File: src/rtl/core/sld_pkg.sv
`timescale 1ns / 1ps
`default_nettype none
// ----------------------------------------------------------------------------
// sld_pkg: shared types and constants for the sync/length deframer
// Phase codes, configuration register indexes, widths and reset values.
// ----------------------------------------------------------------------------
package sld_pkg;

  // Widths fixed by the stream format
  localparam int unsigned BYTE_W      = 8;
  localparam int unsigned SYNC_W      = 32;
  localparam int unsigned HDR_LEN_W   = 32;
  localparam int unsigned MAX_W       = 23;
  localparam int unsigned CFG_IDX_W   = 4;
  localparam int unsigned CFG_DATA_W  = 32;

  // Default payload length width
  localparam int unsigned LEN_BITS_DEF = 23;

  // Header bytes added to the payload length for the total-length check
  localparam int unsigned HDR_BYTES = 8;

  // Register reset values
  localparam logic [SYNC_W-1:0] SYNC_WORD_RST     = 32'hEAEC_FBFD;
  localparam logic [MAX_W-1:0]  MAX_TOTAL_LEN_RST = 23'(1024 * 1024 * 5);

  // Configuration register indexes
  localparam logic [CFG_IDX_W-1:0] CFG_SYNC_WORD     = 4'd0;
  localparam logic [CFG_IDX_W-1:0] CFG_MAX_TOTAL_LEN = 4'd1;

  // Parser phase
  typedef enum logic [1:0] {
    PH_HUNT = 2'd0,
    PH_LEN  = 2'd1,
    PH_DATA = 2'd2
  } phase_e;

endpackage : sld_pkg
`default_nettype wire

File: src/rtl/core/sld_in_stage.sv
`timescale 1ns / 1ps
`default_nettype none
// ----------------------------------------------------------------------------
// sld_in_stage: input byte register
// Captures one received byte per transaction and holds it until the parser
// consumes it; takes a new byte in the same cycle the held one is consumed.
// ----------------------------------------------------------------------------
module sld_in_stage (
  input  wire logic                       clk_i,
  input  wire logic                       rst_ni,
  input  wire logic                       in_valid_i,
  output logic                            in_ready_o,
  input  wire logic [sld_pkg::BYTE_W-1:0] in_byte_i,
  input  wire logic                       consume_i,
  output logic                            held_valid_o,
  output logic [sld_pkg::BYTE_W-1:0]      held_byte_o
);

  logic                       valid_q, valid_d;
  logic [sld_pkg::BYTE_W-1:0] byte_q;
  logic                       take;

  // Accept when empty or when the held byte leaves this cycle
  assign in_ready_o = !valid_q || consume_i;
  assign take       = in_valid_i && in_ready_o;

  always_comb begin
    valid_d = valid_q;
    if (take) begin
      valid_d = 1'b1;
    end else if (consume_i) begin
      valid_d = 1'b0;
    end
  end

  always_ff @(posedge clk_i or negedge rst_ni) begin
    if (!rst_ni) begin
      valid_q <= 1'b0;
    end else begin
      valid_q <= valid_d;
    end
  end

  // Hold the byte payload
  always_ff @(posedge clk_i) begin
    if (take) begin
      byte_q <= in_byte_i;
    end
  end

  assign held_valid_o = valid_q;
  assign held_byte_o  = byte_q;

endmodule : sld_in_stage
`default_nettype wire

File: src/rtl/core/sld_parse.sv
`timescale 1ns / 1ps
`default_nettype none
// ----------------------------------------------------------------------------
// sld_parse: frame parser
// Holds the configuration registers and the hunt/length/data state. Each
// consumed byte advances the state once; payload bytes produce a result.
// ----------------------------------------------------------------------------
module sld_parse #(
  parameter int unsigned LEN_BITS = sld_pkg::LEN_BITS_DEF
) (
  input  wire logic                           clk_i,
  input  wire logic                           rst_ni,
  input  wire logic                           cfg_valid_i,
  input  wire logic [sld_pkg::CFG_IDX_W-1:0]  cfg_index_i,
  input  wire logic [sld_pkg::CFG_DATA_W-1:0] cfg_data_i,
  input  wire logic                           step_i,
  input  wire logic [sld_pkg::BYTE_W-1:0]     byte_i,
  output logic                                res_valid_o,
  output logic [sld_pkg::BYTE_W-1:0]          res_byte_o,
  output logic                                res_first_o,
  output logic                                res_last_o,
  output logic [LEN_BITS-1:0]                 res_len_o
);

  localparam int unsigned SUM_W = sld_pkg::HDR_LEN_W + 1;

  // Configuration registers
  logic [sld_pkg::SYNC_W-1:0] sync_word_q;
  logic [sld_pkg::MAX_W-1:0]  max_total_q;

  // Parser state
  sld_pkg::phase_e               phase_q, phase_d;
  logic [sld_pkg::SYNC_W-1:0]    window_q, window_d;
  logic [23:0]                   gather_q, gather_d;
  logic [1:0]                    cnt_q, cnt_d;
  logic [LEN_BITS-1:0]           left_q, left_d;
  logic [LEN_BITS-1:0]           flen_q, flen_d;

  logic [sld_pkg::SYNC_W-1:0]    window_shift;
  logic [sld_pkg::HDR_LEN_W-1:0] len_full;
  logic [SUM_W-1:0]              len_total;
  logic                          len_bad;
  logic                          last_byte;

  // Write configuration registers
  always_ff @(posedge clk_i or negedge rst_ni) begin
    if (!rst_ni) begin
      sync_word_q <= sld_pkg::SYNC_WORD_RST;
      max_total_q <= sld_pkg::MAX_TOTAL_LEN_RST;
    end else if (cfg_valid_i) begin
      unique case (cfg_index_i)
        sld_pkg::CFG_SYNC_WORD:     sync_word_q <= cfg_data_i;
        sld_pkg::CFG_MAX_TOTAL_LEN: max_total_q <= cfg_data_i[sld_pkg::MAX_W-1:0];
        default: ;
      endcase
    end
  end

  // Header and payload arithmetic
  assign window_shift = {window_q[sld_pkg::SYNC_W-9:0], byte_i};
  assign len_full     = {byte_i, gather_q};
  assign len_total    = {1'b0, len_full} + SUM_W'(sld_pkg::HDR_BYTES);
  assign len_bad      = len_full[sld_pkg::HDR_LEN_W-1] || (len_full == '0) ||
                        (len_total >= {{(SUM_W - sld_pkg::MAX_W){1'b0}}, max_total_q});
  assign last_byte    = (left_q[LEN_BITS-1:1] == '0);

  // Next state and result
  always_comb begin
    phase_d     = phase_q;
    window_d    = window_q;
    gather_d    = gather_q;
    cnt_d       = cnt_q;
    left_d      = left_q;
    flen_d      = flen_q;
    res_valid_o = 1'b0;
    res_byte_o  = byte_i;
    res_first_o = (left_q == flen_q);
    res_last_o  = last_byte;
    res_len_o   = flen_q;

    if (step_i) begin
      unique case (phase_q)
        sld_pkg::PH_LEN: begin
          if (cnt_q == 2'd3) begin
            if (len_bad) begin
              // Drop the frame and hunt with a cleared window
              phase_d  = sld_pkg::PH_HUNT;
              window_d = '0;
              gather_d = '0;
              cnt_d    = '0;
              left_d   = '0;
            end else begin
              phase_d = sld_pkg::PH_DATA;
              left_d  = len_full[LEN_BITS-1:0];
              flen_d  = len_full[LEN_BITS-1:0];
              cnt_d   = '0;
            end
          end else begin
            // Gather length bytes, least significant first
            case (cnt_q)
              2'd0:    gather_d[7:0]   = byte_i;
              2'd1:    gather_d[15:8]  = byte_i;
              default: gather_d[23:16] = byte_i;
            endcase
            cnt_d = cnt_q + 2'd1;
          end
        end

        sld_pkg::PH_DATA: begin
          res_valid_o = 1'b1;
          if (last_byte) begin
            phase_d  = sld_pkg::PH_HUNT;
            window_d = '0;
            gather_d = '0;
            cnt_d    = '0;
            left_d   = '0;
          end else begin
            left_d = left_q - LEN_BITS'(1);
          end
        end

        default: begin
          // Hunt: shift the window, match once it holds four bytes
          phase_d  = sld_pkg::PH_HUNT;
          window_d = window_shift;
          if ((cnt_q == 2'd3) && (window_shift == sync_word_q)) begin
            phase_d  = sld_pkg::PH_LEN;
            gather_d = '0;
            cnt_d    = '0;
          end else if (cnt_q != 2'd3) begin
            cnt_d = cnt_q + 2'd1;
          end
        end
      endcase
    end
  end

  always_ff @(posedge clk_i or negedge rst_ni) begin
    if (!rst_ni) begin
      phase_q  <= sld_pkg::PH_HUNT;
      window_q <= '0;
      gather_q <= '0;
      cnt_q    <= '0;
      left_q   <= '0;
      flen_q   <= '0;
    end else begin
      phase_q  <= phase_d;
      window_q <= window_d;
      gather_q <= gather_d;
      cnt_q    <= cnt_d;
      left_q   <= left_d;
      flen_q   <= flen_d;
    end
  end

endmodule : sld_parse
`default_nettype wire

File: src/rtl/core/sld_out_stage.sv
`timescale 1ns / 1ps
`default_nettype none
// ----------------------------------------------------------------------------
// sld_out_stage: result register
// Holds one payload byte with its marks and length until the receiver takes
// the transaction; reports when a new result may be loaded.
// ----------------------------------------------------------------------------
module sld_out_stage #(
  parameter int unsigned LEN_BITS = sld_pkg::LEN_BITS_DEF
) (
  input  wire logic                       clk_i,
  input  wire logic                       rst_ni,
  input  wire logic                       load_i,
  input  wire logic [sld_pkg::BYTE_W-1:0] byte_i,
  input  wire logic                       first_i,
  input  wire logic                       last_i,
  input  wire logic [LEN_BITS-1:0]        len_i,
  output logic                            free_o,
  output logic                            out_valid_o,
  input  wire logic                       out_ready_i,
  output logic [sld_pkg::BYTE_W-1:0]      payload_byte_o,
  output logic                            first_flag_o,
  output logic                            last_flag_o,
  output logic [LEN_BITS-1:0]             payload_length_o
);

  logic                       valid_q, valid_d;
  logic [sld_pkg::BYTE_W-1:0] byte_q;
  logic                       first_q;
  logic                       last_q;
  logic [LEN_BITS-1:0]        len_q;

  // Slot is free when empty or drained this cycle
  assign free_o = !valid_q || out_ready_i;

  always_comb begin
    valid_d = valid_q;
    if (load_i) begin
      valid_d = 1'b1;
    end else if (out_ready_i) begin
      valid_d = 1'b0;
    end
  end

  always_ff @(posedge clk_i or negedge rst_ni) begin
    if (!rst_ni) begin
      valid_q <= 1'b0;
    end else begin
      valid_q <= valid_d;
    end
  end

  // Hold the result payload
  always_ff @(posedge clk_i) begin
    if (load_i) begin
      byte_q  <= byte_i;
      first_q <= first_i;
      last_q  <= last_i;
      len_q   <= len_i;
    end
  end

  assign out_valid_o      = valid_q;
  assign payload_byte_o   = byte_q;
  assign first_flag_o     = first_q;
  assign last_flag_o      = last_q;
  assign payload_length_o = len_q;

endmodule : sld_out_stage
`default_nettype wire

File: src/rtl/core/sync_length_deframer.sv
`timescale 1ns / 1ps
`default_nettype none
// ----------------------------------------------------------------------------
// sync_length_deframer: sync-word / length-prefixed frame extractor
// Usage:
//   Input channel (in_valid_i/in_ready_o/in_byte_i) carries the raw byte
//   stream, one byte per transaction. The block hunts for the sync word,
//   reads a 4-byte little-endian signed length, and passes each payload byte
//   out on the output channel (out_valid_o/out_ready_i) with first/last marks
//   and the frame's payload length. Sync, length and junk bytes are dropped.
//   Configuration channel (cfg_valid_i/cfg_ready_o, cfg_index_i, cfg_data_i)
//   writes index 0 = sync word, index 1 = max total frame length; write it
//   only while the block is idle. cfg_ready_o is always high.
//   Path: a payload byte passes the input register, then the result
//   register, before out_valid_o rises.
//   Throughput: one byte per cycle while the receiver does not stall; the
//   parser advances its state once per byte, between the two registers.
//   Reset: registers return to their defaults and the parser hunts with a
//   cleared window; no result is pending.
//   Receiver stall: the result register holds; the input register holds at
//   most one more byte, then in_ready_o drops until the result is taken.
// ----------------------------------------------------------------------------
module sync_length_deframer #(
  parameter int unsigned LEN_BITS = sld_pkg::LEN_BITS_DEF
) (
  input  wire logic                           clk_i,
  input  wire logic                           rst_ni,
  input  wire logic                           cfg_valid_i,
  output logic                                cfg_ready_o,
  input  wire logic [sld_pkg::CFG_IDX_W-1:0]  cfg_index_i,
  input  wire logic [sld_pkg::CFG_DATA_W-1:0] cfg_data_i,
  input  wire logic                           in_valid_i,
  output logic                                in_ready_o,
  input  wire logic [sld_pkg::BYTE_W-1:0]     in_byte_i,
  output logic                                out_valid_o,
  input  wire logic                           out_ready_i,
  output logic [sld_pkg::BYTE_W-1:0]          payload_byte_o,
  output logic                                first_flag_o,
  output logic                                last_flag_o,
  output logic [LEN_BITS-1:0]                 payload_length_o
);

  logic                       held_valid;
  logic [sld_pkg::BYTE_W-1:0] held_byte;
  logic                       out_free;
  logic                       step;
  logic                       res_valid;
  logic [sld_pkg::BYTE_W-1:0] res_byte;
  logic                       res_first;
  logic                       res_last;
  logic [LEN_BITS-1:0]        res_len;

  assign cfg_ready_o = 1'b1;

  // Advance the parser when a byte is held and the result slot is free
  assign step = held_valid && out_free;

  sld_in_stage u_in_stage (
    .clk_i        (clk_i),
    .rst_ni       (rst_ni),
    .in_valid_i   (in_valid_i),
    .in_ready_o   (in_ready_o),
    .in_byte_i    (in_byte_i),
    .consume_i    (step),
    .held_valid_o (held_valid),
    .held_byte_o  (held_byte)
  );

  sld_parse #(
    .LEN_BITS (LEN_BITS)
  ) u_parse (
    .clk_i       (clk_i),
    .rst_ni      (rst_ni),
    .cfg_valid_i (cfg_valid_i),
    .cfg_index_i (cfg_index_i),
    .cfg_data_i  (cfg_data_i),
    .step_i      (step),
    .byte_i      (held_byte),
    .res_valid_o (res_valid),
    .res_byte_o  (res_byte),
    .res_first_o (res_first),
    .res_last_o  (res_last),
    .res_len_o   (res_len)
  );

  sld_out_stage #(
    .LEN_BITS (LEN_BITS)
  ) u_out_stage (
    .clk_i            (clk_i),
    .rst_ni           (rst_ni),
    .load_i           (res_valid),
    .byte_i           (res_byte),
    .first_i          (res_first),
    .last_i           (res_last),
    .len_i            (res_len),
    .free_o           (out_free),
    .out_valid_o      (out_valid_o),
    .out_ready_i      (out_ready_i),
    .payload_byte_o   (payload_byte_o),
    .first_flag_o     (first_flag_o),
    .last_flag_o      (last_flag_o),
    .payload_length_o (payload_length_o)
  );

endmodule : sync_length_deframer
`default_nettype wire
File: config.mk
export PLATFORM = sky130hd
export DESIGN_NAME = sync_length_deframer
export DESIGN_NICKNAME = d
export VERILOG_FILES = /design/src/rtl/core/sld_pkg.sv /design/src/rtl/core/sld_in_stage.sv /design/src/rtl/core/sld_parse.sv /design/src/rtl/core/sld_out_stage.sv /design/src/rtl/core/sync_length_deframer.sv
export SDC_FILE = /design/constraint.sdc
export NUM_CORES = 1
export LEC_CHECK = 0
export ABC_CLOCK_PERIOD_IN_PS = 4200
export BUFFER_PORTS_ARGS = -buffer_cell sky130_fd_sc_hd__buf_2
export CORE_ASPECT_RATIO = 1.25
export CORE_UTILIZATION = 55
export DETAILED_ROUTE_END_ITERATION = 10
export HOLD_SLACK_MARGIN = 0.08
export PLACE_DENSITY = 0.74
export SYNTH_ARGS = -nofsm -noshare
export SYNTH_HDL_FRONTEND = slang
export SYNTH_HIERARCHICAL = 1
export SYNTH_SLANG_ARGS = --single-unit
export TNS_END_PERCENT = 30
File: constraint.sdc
create_clock -name clk_i -period 4.2 [get_ports clk_i]
set_input_delay 0.63 -clock clk_i [delete_from_list [all_inputs] [get_ports clk_i]]
set_output_delay 0.63 -clock clk_i [all_outputs]
set_load 0.01 [all_outputs]
Word level (Yosys, flattened, before mapping). Index checks and enable logic that the tools add are counted.

$add $sub $neg: 3. Multipliers: 0. Div/mod/pow operators: 0. Magnitude comparators: 1. Equal/unequal tests: 15. Shifts and indexed selects: 0. Multiplexer cells: 31. Bitwise gates (word level): 1. Reduce and logical (&&, ||, !) cells: 29.

Operators with widths (number): two-way mux 24 bit (7); one-hot mux 24 bit (2 select lines) (2); two-way mux 23 bit (3); one-hot mux 23 bit (2 select lines) (1); adder 32 x 4 -> 33 bit, second input constant (1); greater-or-equal comparator 33 x 23 -> 1 bit (1); equality test 32 bit (1); zero test 32 bit (1); two-way mux 8 bit (3); equality test 23 bit (1); subtractor 23 x 1 -> 23 bit, second input constant (1); zero test 22 bit (1); AND reduction 5 bit (3); two-way mux 2 bit (6); != test 3 x 2 -> 1 bit, second input constant (4); AND reduction 3 bit (3); one-hot mux 2 bit (2 select lines) (2); AND reduction 4 bit (2); two-way mux 1 bit (7); != test 2 x 1 -> 1 bit, second input constant (3); nonzero test 2 bit (3); equality test 2 x 1 -> 1 bit, second input constant (2); equality test 2 bit, second input constant (2); equality test 4 x 1 -> 1 bit, second input constant (1); 12 further kinds (19).

Register bits: 196. Bits in latches: 0. Memory bits (writable): 0. ROM bits: 0. Output and inout port bits: 36. Word-level logic and storage cells: 97. Memories kept: 0.

Longest topological paths before layout. Gate-level depths: netlist of run 1.

Word-level depth: 6. Gate-level depth with buffers: 16.

By module. Netlist of run 1, hierarchy kept.

Modules (own cells, without submodules): sld_parse (times used 1, cells each 976, area each 9511.6 um^2); sld_out_stage (times used 1, cells each 36, area each 1038.5 um^2); sld_in_stage (times used 1, cells each 12, area each 294.0 um^2); sync_length_deframer (times used 1, cells each 3, area each 17.5 um^2).

Worst setup path before layout of run 1. No wires, ideal clock.

Kind: register to register. From: register u_parse.gather_q[4]. To: register u_parse.flen_q[10] (netlist: u_parse/res_len_o[10]). Data arrival time: 3.284 ns. Required time: 4.075 ns. Setup slack: 0.791 ns. Stages on the path, launching flop included: 15. Buffers on the path: 2. Path through: dfrtp_1 ha_1 nand3_1 nor4_1 nand3_1 xnor2_1 ha_1 nand3_1 nor3_1 a211oi_1 and3_1 buf_2 nand4_4 buf_6 mux2_4.

Word-level cells in the longest chain between the ends: 5. Elaborated cells on any way between the ends: 7. Those cells by class: 1 x add/sub; 1 x order compare; 1 x bitwise; 4 x reduce/logical.

Ends and longest elaborated chain: start, declared (RTL line sld_parse.sv:34) `logic [23:0] gather_q, gather_d;`; start signal, assigned (RTL line sld_parse.sv:149) `gather_q <= gather_d;`; adder 32 x 4 -> 33 bit / zero test 32 bit (equally long branches) (RTL line sld_parse.sv:62, sld_parse.sv:63); greater-or-equal comparator 33 x 23 -> 1 bit / logical OR 1 bit (equally long branches) (RTL line sld_parse.sv:64, sld_parse.sv:63); logical OR 1 bit (*) (RTL line sld_parse.sv:63) `assign len_bad = len_full[sld_pkg::HDR_LEN_W-1] || (len_full == '0) ||`; inverter 1 bit (no line) (*); AND reduction 4 bit (no line) (*); end signal, assigned (RTL line sld_parse.sv:152) `flen_q <= flen_d;`; end, declared (RTL line sld_parse.sv:37) `logic [LEN_BITS-1:0] flen_q, flen_d;`.

Every way passes the cells marked *; elsewhere a longest branch is shown, timed or not. A chain may end at the register's enable or synchronous reset.

Worst setup path after layout of run 1.
From: register u_parse.gather_q[4]. To: register u_parse.flen_q[22] (netlist: u_parse/res_len_o[22]).

Same word-level chain as after synthesis.

==> results.sh, run 1 <==
export IMPL_status="finished clean"
export IMPL_postCtsHoldBufs=0
export IMPL_drc=0
export IMPL_totalWireLength_mm=28.1
export IMPL_internal_power_mw=3.44
export IMPL_post_cts_setup_buffers=0
export IMPL_skew_ps=16.3
export IMPL_use_met2=0.476
export IMPL_diodes=0
export IMPL_synth_ff_type="dfrtp_1"
export IMPL_hold_slack_ps=309
export IMPL_drt_iter0_drc=636
export IMPL_final_period_utilization=0.925
export IMPL_dp_hpwl_mm=20.2
export IMPL_start_util=0.560
export IMPL_rr_endpoint="u_parse/res_len_o[22]"
export IMPL_switchingPower_mw=1.46
export IMPL_worstPathRequired_ps=4510
export IMPL_nFillCells=1598
export IMPL_seqPwrFrac=0.486
export IMPL_layout_nets=1163
export IMPL_vias=8298
export IMPL_crit_start="u_parse/gather_q[4]"
export IMPL_max_freq_mhz=257
export IMPL_row_count=57
export IMPL_setup_tns_ps=0
export IMPL_dieArea_um2=20300
export IMPL_drtAntennaViolNets=0
export IMPL_crit_path_max_fanout=23
export IMPL_start_kind="flop"
export IMPL_grt_usage=0.293
export IMPL_rrSetupSlack_ps=310
export IMPL_drive_gt1_frac=0.249
export IMPL_grt_max_degree=115
export IMPL_htree_levels=4
export IMPL_clk_pin_slew_ps=70
export IMPL_dr_pass1_iters=5
export IMPL_clk_latency_ps=440
export IMPL_ys_warnings_count=6
export IMPL_first_global_vias=8306
export IMPL_io_buffers=83
export IMPL_grt_pass1_wl_mm=45.4
export IMPL_peakVddDrop_mv=0.291
export IMPL_area_growth_pct=11.2
export IMPL_synthesis_instances=1027
export IMPL_fin_crit_ps=3890
export IMPL_use_met1=0.377
export IMPL_slew_viol_final=0
export IMPL_root_buffer="clkbuf_16"
export IMPL_clockPowerShare=0.337
export IMPL_cts_sinks=196
export IMPL_p_per_area_nw_per_um2=406
export IMPL_grt_met3_usage=0.0467
export IMPL_syn_cell_area_um2=10900
export IMPL_yosysSeqAreaShare=0.473
export IMPL_rsz0062_at_grt="no"
export IMPL_finalSetupViolCount=0
export IMPL_gp_congestion=0.962
export IMPL_wl_per_cell_um=20.6
export IMPL_synthDistinctLibCells=72
export IMPL_slew_headroom=0.287
export IMPL_maxCapViolCount=0
export IMPL_r2r_start="u_parse/gather_q[4]"
export IMPL_place_area_um2=11500
export IMPL_hold_path_class="input port to asynchronous set/reset pin"
export IMPL_p_leak_nw=5.67
export IMPL_setup_slack_ps=314
export IMPL_reg2regPathDepth=14
export IMPL_synth_edf_count=41
export IMPL_cts_buffer_depth=2
export IMPL_syn_nets=1106
export IMPL_busiest_layer="met2"
export IMPL_cts_resized=0
export IMPL_cts_buffers=17
export IMPL_hold_violations=0
export IMPL_fp_coreArea_um2=19400
export IMPL_overflow=0
export IMPL_fin_area_um2=12100
export IMPL_dp_slack_ps=410
export IMPL_antenna_found_initial=0
export IMPL_instances_no_fill=1362
export IMPL_post_synth_cell_area_avg_um2=10.6
export IMPL_swShare=0.298
export IMPL_total_power_mw=4.90
export IMPL_viasPerCell=6.09
export IMPL_power_frac_comb=0.177
export IMPL_cts_tree="done"
export IMPL_fin_util=0.623
export IMPL_dp_cells=1330
export IMPL_ys_ff_latch=196
export IMPL_cp_end_kind="flop"
export IMPL_critPathArrivalTime_ps=4200
export IMPL_crit_type="flop to flop"
export IMPL_die_h_um=159
export IMPL_synthArstFlopShare=0.791
export IMPL_tightest_slew_ps=1070
export IMPL_die_w_um=128
export IMPL_num_io_pins=85
## cells in the mapped netlist, types with 17 or more instances
cell | count | share of area
nor4_1 | 27 | 0.016
edfxtp_1 | 41 | 0.11
inv_1 | 57 | 0.020
clkbuf_1 | 38 | 0.013
dfrtp_1 | 129 | 0.30
mux2_4 | 20 | 0.028
nor3_1 | 22 | 0.010
nor2_1 | 46 | 0.016
nand3_1 | 29 | 0.013
xnor2_1 | 26 | 0.021
nand2_1 | 64 | 0.022
xor2_1 | 48 | 0.039
a22oi_1 | 27 | 0.019
dfstp_2 | 26 | 0.063
o21ai_0 | 64 | 0.029
mux2_2 | 58 | 0.060
a21oi_1 | 50 | 0.023
a21o_1 | 17 | 0.012
ha_1 | 30 | 0.035
mux2i_1 | 18 | 0.017
a31oi_1 | 18 | 0.010
## state kept, by name, summed over array words and instances, names as in the netlist, 8 cells and up
name	count
u_in_stage/held_byte_o	8
u_out_stage/payload_byte_o	8
u_out_stage/payload_length_o	23
u_parse/gather_q	24
u_parse/left_q	23
u_parse/max_total_q	23
u_parse/res_len_o	23
u_parse/sync_word_q	32
u_parse/window_q	24
## per-layer routing
metal	vias up	routed length (µm)	share of wire
li1	3833	-	-
met1	4037	11400	0.40
met2	347	13800	0.49
met3	81	1580	0.056
met4	0	1370	0.049
met5	-	0	0
## final cells by class
type                       count  area, µm²  share of cell area
sequential                   196       5140               0.426
multi-input combinational    700       5140               0.425
timing repair buffer         112        652              0.0540
clock buffer                  18        439              0.0364
tap                          265        332              0.0274
inverter                      57        214              0.0177
clock inverter                14        163              0.0135
## layout by cell type (no fill, tap or decap), types with 12 or more instances in the layout
cell type / n
nor3_1: 22
dfstp_2: 26
buf_2: 82
nor4_1: 26
nor2_1: 46
and3_1: 12
buf_4: 28
dfrtp_1: 129
mux2i_1: 18
nand4_1: 12
nand3_1: 29
inv_1: 57
a22oi_1: 27
mux2_2: 58
clkbuf_16: 17
edfxtp_1: 41
a22o_1: 16
a21oi_1: 50
a21o_1: 17
xor2_1: 48
nand2_1: 64
xnor2_1: 26
o21ai_0: 64
ha_1: 30
mux2_4: 20
a41oi_1: 16
a31oi_1: 18
## how the worst max path moves through the flow
stage                             to  cells past startpoint
6_report       u_parse/res_len_o[22]                     14
5_1_grt          u_parse/window_q[4]                     14
4_1_cts        u_parse/res_len_o[22]                     13
3_5_place_dp    u_parse/res_len_o[1]                     13
3_3_place_gp    u_parse/res_len_o[0]                     14
2_1_floorplan  u_parse/res_len_o[10]                     14
## power groups by stage
stage / clock, mW / sequential [mW] / combinational [mW]
after floorplan: 0 / 2.34 / 0.656
after global placement: 0 / 2.40 / 0.830
after detailed placement: 0 / 2.42 / 0.857
after CTS: 1.67 / 2.38 / 0.865
after global routing: 1.76 / 2.41 / 0.962
final: 1.65 / 2.38 / 0.868
## kinds of logic (layout without fill, tap and decap cells)
family / Yosys count / after routing / share of synthesized area
XOR/XNOR: 74 / 74 / 0.0597
flip-flops: 196 / 196 / 0.473
other: 1 / 1 / 0.000345
adder cells (fa/ha/maj): 30 / 30 / 0.0346
multiplexers: 96 / 96 / 0.104
AND/OR/NAND/NOR: 257 / 257 / 0.127
buffers and inverters: 131 / 201 / 0.0545
AO/OA/AOI/OAI: 242 / 242 / 0.146
## worst max-delay path, cell delays in order, from the launching register on
cell and delay [ps]:
dfrtp_1 470, ha_1 230, nand3_1 250, nor2_1 290, nand3_1 130, xnor2_1 170, ha_1 280, nand2_1 90
nor4_1 400, o2111ai_1 180, o22ai_1 300, a21oi_4 80, nand4_4 90, buf_4 410, mux2_2 390
Power figures use the tool's default switching activity.
==> run 2: changes to the inputs <==
GPL_TIMING_DRIVEN = 0   (was not set)
==> run 2 against run 1 <==
Cell count rose by 3.4%. Routed wire length up 0.91%. Critical path depth up 1. Combinational power increased by 1%. Clock power about the same. Clock skew decreased by 3.6 ps. Count of clock-buffer cells in the layout is the same. Core utilization increased by 0.94 points. Global-route usage is 0.25 points lower. Fmax shrank 1.6%. Worst hold slack worse by 130 ps. Worst setup slack got worse by 65 ps. Critical endpoint is now u_parse/res_len_o[15]. Largest cell class is now multi-input combinational cells.
==> results.sh, run 2 (same netlist as run 1, synthesis figures left out) <==
export IMPL_cts_sinks=196
export IMPL_viasPerCell=5.96
export IMPL_grt_usage=0.290
export IMPL_status="finished clean"
export IMPL_overflow=0
export IMPL_fp_coreArea_um2=19400
export IMPL_htree_levels=4
export IMPL_start_kind="flop"
export IMPL_clk_pin_slew_ps=80
export IMPL_drtAntennaViolNets=0
export IMPL_gp_congestion=0.920
export IMPL_wl_per_cell_um=20.1
export IMPL_first_global_vias=8257
export IMPL_clockPowerShare=0.335
export IMPL_internal_power_mw=3.43
export IMPL_area_growth_pct=12.9
export IMPL_final_period_utilization=0.941
export IMPL_slew_viol_final=0
export IMPL_rr_endpoint="u_parse/res_len_o[15]"
export IMPL_row_count=57
export IMPL_layout_nets=1209
export IMPL_max_freq_mhz=253
export IMPL_reg2regPathDepth=15
export IMPL_dr_pass1_iters=5
export IMPL_setup_tns_ps=0
export IMPL_place_area_um2=11600
export IMPL_fin_crit_ps=3950
export IMPL_dp_hpwl_mm=21.0
export IMPL_dieArea_um2=20300
export IMPL_crit_path_max_fanout=10
export IMPL_num_io_pins=85
export IMPL_clk_latency_ps=440
export IMPL_nFillCells=1659
export IMPL_drive_gt1_frac=0.248
export IMPL_vias=8398
export IMPL_top_regs="u_parse/sync_word_q: 32 flops, u_parse/gather_q: 24 flops, u_parse/window_q: 24 flops"
export IMPL_worstPathRequired_ps=4530
export IMPL_switchingPower_mw=1.46
export IMPL_tightest_slew_ps=984
export IMPL_seqPwrFrac=0.486
export IMPL_cts_buffers=17
export IMPL_finalSetupViolCount=0
export IMPL_totalWireLength_mm=28.3
export IMPL_grt_pass1_wl_mm=44.4
export IMPL_setup_slack_ps=250
export IMPL_antenna_found_initial=0
export IMPL_fin_area_um2=12300
export IMPL_start_util=0.560
export IMPL_postCtsHoldBufs=0
export IMPL_die_h_um=159
export IMPL_dp_slack_ps=-159
export IMPL_r2r_start="u_parse/gather_q[4]"
export IMPL_p_per_area_nw_per_um2=399
export IMPL_largest_register_ffs=32
export IMPL_root_buffer="clkbuf_16"
export IMPL_total_power_mw=4.90
export IMPL_slew_headroom=0.337
export IMPL_p_leak_nw=5.75
export IMPL_cts_buffer_depth=2
export IMPL_skew_ps=12.7
export IMPL_hold_path_class="input port to asynchronous set/reset pin"
export IMPL_final_common_cell="dfrtp_1"
export IMPL_crit_type="flop to flop"
export IMPL_hold_slack_ps=177
export IMPL_layout_common_cells="128 x dfrtp_1, 98 x buf_2, 64 x nand2_1, 64 x o21ai_0, 58 x mux2_2"
export IMPL_io_buffers=83
export IMPL_peakVddDrop_mv=0.268
export IMPL_hold_violations=0
export IMPL_critPathArrivalTime_ps=4280
export IMPL_swShare=0.299
export IMPL_drc=0
export IMPL_grt_max_degree=84
export IMPL_crit_start="u_parse/gather_q[4]"
export IMPL_cp_end_kind="flop"
export IMPL_regMostFlops="u_parse/sync_word_q"
export IMPL_diodes=0
export IMPL_rsz0062_at_grt="no"
export IMPL_rrSetupSlack_ps=250
export IMPL_endpoint="u_parse/res_len_o[15]"
export IMPL_cts_tree="done"
export IMPL_power_frac_comb=0.180
export IMPL_drt_iter0_drc=628
export IMPL_die_w_um=128
export IMPL_maxCapViolCount=0
run 2: worst min-delay path by stage:
stage	startpoint	to	slack, ps	cells after the start
final	rst_ni	u_parse/window_q[20]	180	1
after global routing	rst_ni	u_parse/window_q[20]	250	1
after CTS	rst_ni	u_parse/window_q[20]	210	1
after detailed placement	u_parse/res_len_o[8]	u_out_stage/payload_length_o[8]	480	0
after global placement	u_parse/res_len_o[21]	u_out_stage/payload_length_o[21]	480	0
after floorplan	rst_ni	u_in_stage/held_valid_o	330	0
run 2: timing repair:
item / 4_1_cts / 5_1_grt
pin swaps: 0 / 1
endpoints found under the setup margin: 51 / 80
resized for setup: 1 / 9
setup buffers: 0 / 0
run 2: routing by layer:
layer / routed length, µm / part of all wire / GRT usage
met1: 11500 / 0.41 / 0.358
met2: 14500 / 0.51 / 0.500
met3: 1180 / 0.041 / 0.0360
met4: 1180 / 0.042 / 0.144
met5: 0 / 0 / 0
run 2: layout make-up:
type / instances / area [µm²] / share of cell area
flip-flops and latches: 196 / 5140 / 0.419
plain buffers: 74 / 380 / 0.0310
inverters: 57 / 214 / 0.0174
clock inverters: 14 / 156 / 0.0128
well taps: 265 / 332 / 0.0270
repair buffers: 84 / 449 / 0.0366
clock buffers: 18 / 429 / 0.0350
multi-input cells: 700 / 5160 / 0.421
run 2: stage by stage:
stage / instances / util
floorplan: 1027 / -
global placement: 1375 / 0.598
detailed placement: 1376 / 0.600
CTS: 1408 / 0.631
global route: 1408 / 0.632
finish: 1408 / 0.632
run 2: critical path, stage by stage (launching register included):
cell	delay, ps
dfrtp_1	540
ha_1	250
nand3_1	310
nor2_2	270
nand3_1	120
xnor2_1	300
ha_1	300
and4_1	190
nand2_1	60
nor3_1	50
a211oi_1	290
and3_1	210
buf_2	220
nand4_4	190
buf_6	230
mux2_4	300
run 2: power by group through the flow:
stage	Clock [mW]	Sequential (mW)	Combinational, mW
after floorplan	0	2.34	0.656
after global placement	0	2.40	0.831
after detailed placement	0	2.41	0.863
after CTS	1.66	2.37	0.871
after global routing	1.73	2.40	0.979
final	1.64	2.38	0.879
